### src/design/ptp_clock_rate_holdover_defines.svh
// shared assertion macros for the clock rate holdover block
`ifndef PTP_CLOCK_RATE_HOLDOVER_DEFINES_SVH
`define PTP_CLOCK_RATE_HOLDOVER_DEFINES_SVH

// checked on every edge out of reset
`define CRH_ASSERT(lbl, prop, msg) \
    lbl: assert property (@(posedge i_clk) disable iff (!i_rst_n) prop) else $error(msg);

// checked on every edge, reset included
`define CRH_ASSERT_ALWAYS(lbl, prop, msg) \
    lbl: assert property (@(posedge i_clk) prop) else $error(msg);

`endif

### src/design/ptp_crh_pkg.sv
package ptp_crh_pkg;

    localparam int unsigned DIV_W   = 64;
    localparam int unsigned STEP_W  = 7;
    localparam logic [23:0] TICKS_PER_SECOND = 24'd10000000;
    localparam logic [15:0] SYNC_PERIOD_RESET = 16'd10;
    localparam logic [47:0] MIN_SECONDS_RESET = 48'd1608336000;

    // floor(x / 100) as (x * NS_DIV100_MUL) >> NS_DIV100_SHIFT, exact below 2^32
    localparam logic [30:0] NS_DIV100_MUL   = 31'h51EB_851F;
    localparam int unsigned NS_DIV100_SHIFT = 37;

    // register indexes
    localparam logic CFG_SYNC_PERIOD = 1'b0;
    localparam logic CFG_MIN_SECONDS = 1'b1;

    typedef enum logic [3:0] {
        ST_IDLE,
        ST_MUL_LO,
        ST_MUL_HI,
        ST_NS_WAIT,
        ST_CHECK,
        ST_RATIO_WAIT,
        ST_EVAL,
        ST_SYNC,
        ST_COMMIT,
        ST_HOLD_MUL_LO,
        ST_HOLD_MUL_HI,
        ST_HOLD_DIV,
        ST_HOLD_WAIT,
        ST_HOLD_END,
        ST_OUT
    } t_state;

    typedef struct packed {
        logic              start;
        logic [STEP_W-1:0] steps;
    } t_div_ctl;

    typedef struct packed {
        logic busy;
        logic done;
    } t_div_sts;

endpackage

### src/design/ptp_crh_div.sv
`include "ptp_clock_rate_holdover_defines.svh"

module ptp_crh_div (
    input  logic                          i_clk,
    input  logic                          i_rst_n,
    input  ptp_crh_pkg::t_div_ctl         i_ctl,
    input  logic [ptp_crh_pkg::DIV_W-1:0] i_rem0,
    input  logic [ptp_crh_pkg::DIV_W-1:0] i_dvd,
    input  logic [ptp_crh_pkg::DIV_W-1:0] i_den,
    output ptp_crh_pkg::t_div_sts         o_sts,
    output logic [ptp_crh_pkg::DIV_W-1:0] o_quot
);
    import ptp_crh_pkg::*;

    logic              r_busy;
    logic              r_done;
    logic [STEP_W-1:0] r_cnt;
    logic [DIV_W-1:0]  r_rem;
    logic [DIV_W-1:0]  r_dvd;
    logic [DIV_W-1:0]  r_den;
    logic [DIV_W-1:0]  r_quo;

    logic [DIV_W:0] trial;
    logic [DIV_W:0] diff;
    logic           ge;

    // one quotient bit a cycle, restoring
    always_comb begin
        trial = {r_rem, r_dvd[DIV_W-1]};
        diff  = trial - {1'b0, r_den};
        ge    = (trial >= {1'b0, r_den});
    end

    always_ff @(posedge i_clk) begin
        if (!i_rst_n) begin
            r_busy <= 1'b0;
            r_done <= 1'b0;
            r_cnt  <= '0;
        end else begin
            r_done <= 1'b0;
            if (i_ctl.start) begin
                r_busy <= 1'b1;
                r_cnt  <= i_ctl.steps;
            end else if (r_busy) begin
                r_cnt <= r_cnt - 1'b1;
                if (r_cnt == STEP_W'(1)) begin
                    r_busy <= 1'b0;
                    r_done <= 1'b1;
                end
            end
        end
    end

    always_ff @(posedge i_clk) begin
        if (i_ctl.start) begin
            r_rem <= i_rem0;
            r_dvd <= i_dvd;
            r_den <= i_den;
            r_quo <= '0;
        end else if (r_busy) begin
            r_rem <= ge ? diff[DIV_W-1:0] : trial[DIV_W-1:0];
            r_dvd <= {r_dvd[DIV_W-2:0], 1'b0};
            r_quo <= {r_quo[DIV_W-2:0], ge};
        end
    end

    assign o_sts.busy = r_busy;
    assign o_sts.done = r_done;
    assign o_quot     = r_quo;

    `CRH_ASSERT(a_no_restart, i_ctl.start |-> !r_busy, "divider started while busy")
    `CRH_ASSERT(a_done_after_busy, r_done |-> $past(r_busy), "divider done without work")
    `CRH_ASSERT(a_busy_count, r_busy |-> (r_cnt != '0), "divider busy with no steps left")

endmodule
### config.mk
export PLATFORM = sky130hd
export DESIGN_NAME = ptp_crh_div
export DESIGN_NICKNAME = d
export VERILOG_FILES = /design/src/design/ptp_crh_pkg.sv /design/src/design/ptp_crh_div.sv
export VERILOG_INCLUDE_DIRS = /design/src /design/src/design
export SDC_FILE = /design/constraint.sdc
export NUM_CORES = 1
export LEC_CHECK = 0
export BUFFER_PORTS_ARGS = -buffer_cell sky130_fd_sc_hd__buf_2
export CORE_UTILIZATION = 60
export DETAILED_ROUTE_END_ITERATION = 10
export GPL_TIMING_DRIVEN = 0
export PLACE_DENSITY_LB_ADDON = 0.2
export SLEW_MARGIN = 20
export SYNTH_ARGS = -nofsm -noshare
export SYNTH_HDL_FRONTEND = slang
export SYNTH_SLANG_ARGS = --single-unit
### constraint.sdc
create_clock -name i_clk -period 6.75 [get_ports i_clk]
set_input_delay 1.35 -clock i_clk [delete_from_list [all_inputs] [get_ports i_clk]]
set_output_delay 1.35 -clock i_clk [all_outputs]
set_load 0.005 [all_outputs]
**Word-level counts from Yosys, hierarchy flattened**

Index checks and enable logic that the tools add are counted.

- Multiplexer cells: 11
- $lt $le $gt $ge: 1
- Add/subtract/negate cells: 2
- Equality and inequality tests: 1
- Bitwise operators: 2
- Reductions and logical operators: 2

Operators with widths:

| operator | count |
|---|---|
| 64-bit 2-to-1 mux | 5 |
| 65-bit by 64-bit >= comparator with 1-bit output | 1 |
| 64-bit subtractor | 1 |
| 7-bit 2-to-1 mux | 2 |
| 7-bit by 1-bit == test with 1-bit output, second input constant | 1 |
| 7-bit by 1-bit subtractor with 7-bit output, second input constant | 1 |
| 1-bit 2-to-1 mux | 4 |
| 3-bit OR reduction | 1 |
| 1-bit inverter | 2 |
| 2-bit nonzero test | 1 |

- Input bits: 202
- Register bits: 265

**Depth between registers and ports, before layout**

- Depth after elaboration: 4
- Depth in mapped cells: 15
- Gate-level depth less buffers: 14

**Worst setup path after synthesis**

No wires, ideal clock.

- Path kind: input -> register
- Start point: input i_ctl[7] (netlist name)
- End point: register r_dvd[0], enable pin
- Setup slack: 2.857 ns
- Required time: 6.317 ns
- Stages: 3
- Arrival time: 3.460 ns
- Path through: clkbuf_1 clkbuf_1 or2_2

- Word-level cells in the longest chain between the ends: 1

RTL lines:

| element | RTL line | source |
|---|---|---|
| start, declared | ptp_crh_div.sv:6 | `input ptp_crh_pkg::t_div_ctl i_ctl,` |
| 2-bit nonzero test (no source line) | n/a |  |
| end signal, assigned | ptp_crh_div.sv:57 | `r_dvd <= i_dvd;` |
| end signal, assigned | ptp_crh_div.sv:62 | `r_dvd <= {r_dvd[DIV_W-2:0], 1'b0};` |
| end, declared | ptp_crh_div.sv:19 | `logic [DIV_W-1:0] r_dvd;` |

Every way passes these cells.
A chain may end at the register's enable or synchronous reset.

**Worst setup path after layout**

- Start point: register r_rem[39]
- End point: register r_rem[48] (data pin)

- Word-level cells in the longest chain between the ends: 4

RTL lines:

| element | RTL line | source |
|---|---|---|
| start, declared | ptp_crh_div.sv:18 | `logic [DIV_W-1:0] r_rem;` |
| start signal, assigned | ptp_crh_div.sv:56 | `r_rem <= i_rem0;` |
| start signal, assigned | ptp_crh_div.sv:61 | `r_rem <= ge ? diff[DIV_W-1:0] : trial[DIV_W-1:0];` |
| 64-bit subtractor / 65-bit by 64-bit >= comparator with 1-bit output (equally long branches) | ptp_crh_div.sv:30, ptp_crh_div.sv:31 |  |
| 64-bit 2-to-1 mux * | ptp_crh_div.sv:61 |  |
| 64-bit 2-to-1 mux * | ptp_crh_div.sv:60 | `end else if (r_busy) begin` |
| 64-bit 2-to-1 mux * | ptp_crh_div.sv:55 | `if (i_ctl.start) begin` |

Mark *: on every way between the ends. The rest lies on a longest branch, timed or not. The select of a mux whose other input is x is not followed.

==> results.md <==
- The total buffers and inverters traversed by the critical path is 3.
- Of the cells placed in the final design, the portion with a size suffix greater than 1 is 0.282.
- The maximum fanout encountered on the critical timing path is 10.
- The initial utilization of the core area, before any placement, comes to 0.613.
- The number of setup violations in the final report is 0.
- OpenSTA, run right after detailed placement, puts the worst setup slack at about 2.4 ns.
- Counting flops with a built-in enable in the synthesized netlist gives 192.
- The via count of the first global-routing pass is 11700.
- The final-layout worst hold slack is 0.507 ns.
- Counting every instance in the synthesized netlist gives between 1000 and 1500.
- The number of nets handed over by synthesis was 1609.
- For the final database, setup skew stands at 0.0479 ns.
- The type of element launching the critical path is a flip-flop.
- The detail-routed via count per cell is 5.79.
- The Yosys warning count is 0.
- The clock buffer count from CTS is 28.
- The clock root buffer is clkbuf_16.
- Across every metal layer, demand over resource in global routing totals 0.297.
- The total length of routed wires is 38.1 mm.
- The critical path required time is 7.04 ns.
- STA puts the critical path data arrival time at roughly 4.3 ns.
- The quantity of I/O buffers inserted on ports is roughly 270.
- Headroom to the max-slew limit came out at 0.415.
- Among all flip-flop cells after synthesis, the most frequent one is edfxtp_1.
- The tool flagged a number of max-cap violations equal to 0.
- The detailed router finished its first iteration with about 750 violations.
- In the post-synthesis netlist, the cell with the most instances is edfxtp_1.
- The floorplan step defined a die boundary enclosing around 25000 sq um.
- The number of antenna violations at the first check in global routing is 15.
- The filler cells instantiated in the layout total approximately 1800.
- Post-CTS repair changed the size of 0 cells.
- In the global route stage, met1 resource usage came out at 0.365.
- After detailed routing, the number of remaining DRC violations is 0.
- The final-report max-slew violation count is 0.
- The layout-stage area growth over the synthesis result is 19.6%.
- The busiest layer in global routing is met2.
- The wire length of the first global-routing pass is around 60 mm.
- The insertion delay to the later sink of the worst-skew pair is 0.59 ns.
- The family with the most delay on the worst path is simple AND/OR/NAND/NOR gates.
- The TritonCTS clock tree is done.
- The slack of the worst reg-to-reg path is 2.80 ns.
- The post-CTS setup-driven buffer insertion count is 0.
- After detailed placement, the design holds a cell count of between 1500 and 2000.
- The average wire per cell in the routed design is 19.0 um.
- In this design, the stage delay of the slowest critical-path cell is 0.42 ns.
- The worst setup path is captured at a flip-flop.
- The final net count is 1910.
- Of all flip-flops after synthesis, the portion carrying an async set or reset was 0.
- For met3 alone, demand over resource in global routing was 0.0709.
- The pin count of the biggest net entering global routing is 40.
- For this design the ratio of total power to cell area is 372 nW/um^2.
- The register bit count reported by yosys is 265.
- The maximum vdd drop is 0.000318 V.
- The post-CTS clock slew at the launch and capture registers of the worst setup and hold paths is ~0.060 ns.
- The total number of H-tree levels is 1.
- After synthesis, the mean cell area works out to 11.1 sq um.
- By area the synthesized netlist is led by edfxtp_1 39%, dfxtp_1 9.8%, mux2_2 9.6%.
- The remaining antenna violation count after routing is 0.
- In the synthesized netlist, the cells that appear most often are 192 x edfxtp_1, 127 x mux2_2, 102 x nor2_1, 91 x inv_1, 78 x a21oi_1.
- Setup repair after global routing left no endpoint under its margin.
- In this run the static leakage power is 7.76 nW.
- The number of optimization iterations in the first detailed-route pass is 5.
- At the pin with the least slew margin, the transition time is about 0.9 ns.
- The non-filler instance count after layout is 2000.
- The width of the chip is 160 um.
- Yosys mapped the design onto between 70 and 80 distinct sky130hd cell types.
- Of the synthesized area, sequential elements account for 0.485.
- Counting along the longest clock path gives a buffer depth of 3.
- The count of pins on the block boundary is between 200 and 300.
- The die is 160 um tall.
- Power comes to 6.62 mW.
- The core region is between 20000 and 25000 sq um.
- The master of the slowest instance on the critical path is edfxtp_1.
- The hold violation count in the final report was 0.
- The final critical-path setup slack is 2.80 ns.
- By startpoint and endpoint, the worst setup path is classified as reg -> reg.
- Detailed placement finished with a half-perimeter wire length of 28.2 mm.
- The worst hold path class is reg -> reg.
- The synthesized design spends more area on one cell type than any other, namely edfxtp_1.
- Dividing the final minimum period by the clock period gives 0.586.
- Routability-driven placement finished with a final weighted congestion of 0.976.
- The proportion of netlist area held by the largest area contributor is 0.387.
- After global routing the overflow that remains totals 0.
- The top achievable clock speed is approximately 250 MHz.
- For this run, global-route usage on met2 was measured as 0.497.
- The setup TNS is 0 ns.
- For this block, the via count after detailed routing is 11600.
- The number of hold buffers added after CTS was 0.
- Counting I/O delays and the setup requirement, the final critical path takes 3.95 ns.
- The clock sink total is 265.
- The run finished with clean final reports.
- The mapped cell area is 14900 sq um.
- The signal on the critical path passes through ha_1, clkbuf_1, and3_1, and2_1, nand3_1, nor4bb_1, nand4_1, o21ai_0, inv_1, nand3_4, buf_2, a21oi_1, mux2_2.
- The floorplan has 57 rows.
[worst paths after layout]
check / startpoint / endpoint / depth (start not counted)
setup reg to reg: r_rem[39] / r_rem[48] / 13
hold / removal: o_quot[63] / o_quot[63] / 2
setup / recovery: r_rem[39] / r_rem[48] / 13
hold reg to reg: o_quot[63] / o_quot[63] / 2
[cell families (layout without fill, tap and decap cells)]
logic type               count (synthesis)  after routing  share of synthesized area
other                                    0             13                          0
XOR/XNOR                                57             57                     0.0335
AO/OA/AOI/OAI                          267            267                      0.120
flip-flops                             265            265                      0.485
adder cells (fa/ha/maj)                 67             67                     0.0567
AND/OR/NAND/NOR                        316            316                      0.107
multiplexers                           213            213                      0.155
buffers and inverters                  155            478                     0.0424
[cells in the final DEF, fill, tap and decap left out, types with 52 or more instances in the layout]
| master | synthesis | routed |
|---|---|---|
| inv_1 | 91 | 91 |
| a21oi_1 | 78 | 78 |
| mux2_2 | 127 | 127 |
| edfxtp_1 | 192 | 192 |
| nor2_1 | 102 | 102 |
| clkbuf_1 | 49 | 52 |
| dfxtp_1 | 73 | 73 |
| nand2_1 | 61 | 61 |
| mux2i_1 | 72 | 72 |
| ha_1 | 66 | 66 |
| buf_2 | 4 | 270 |
[flip-flops by register name (all words and copies together) (netlist names)]
signal and flops:
r_rem 64, r_den 64, r_cnt 7, r_busy 1
r_done 1, r_dvd 64, o_quot 64
[final cells by class]
type                    instances  area [sq um]  area share
plain buffers                  64           290      0.0163
repair buffers                271          1420      0.0796
well taps                     324           405      0.0227
clock buffers                  31           712      0.0399
multi-input cells             920          7050       0.395
diodes                         13          32.5     0.00183
clock inverters                21           349      0.0196
flip-flops and latches        265          7230       0.405
inverters                      91           342      0.0192
[per-layer routing]
metal  wire length [um]  share of wire
met4               1720          0.045
met1              15200           0.40
met3               3140          0.083
met2              18000           0.47
met5                 31        0.00081
[worst min-delay path, delay by kind of cell (launching register included)]
family,cells,cell delay (ns)
mux,1,0.07
simple gates,1,0.08
flops,1,0.32
[where the power goes]
part	internal [mW]	switching, mW
Sequential	2.06	0.120
Clock	1.10	0.661
Combinational	1.20	1.47
Total	4.37	2.26
[per-stage QoR]
| step | utilization | instance area (sq um) |
|---|---|---|
| 6_report | 0.733 | 17800 |
| 5_1_grt | 0.733 | 17800 |
| 4_1_cts | 0.732 | 17800 |
| 3_5_place_dp | 0.688 | 16700 |
| 3_3_place_gp | 0.684 | 16600 |
| 2_1_floorplan | - | 14900 |
(Power assumes the default switching activity.)
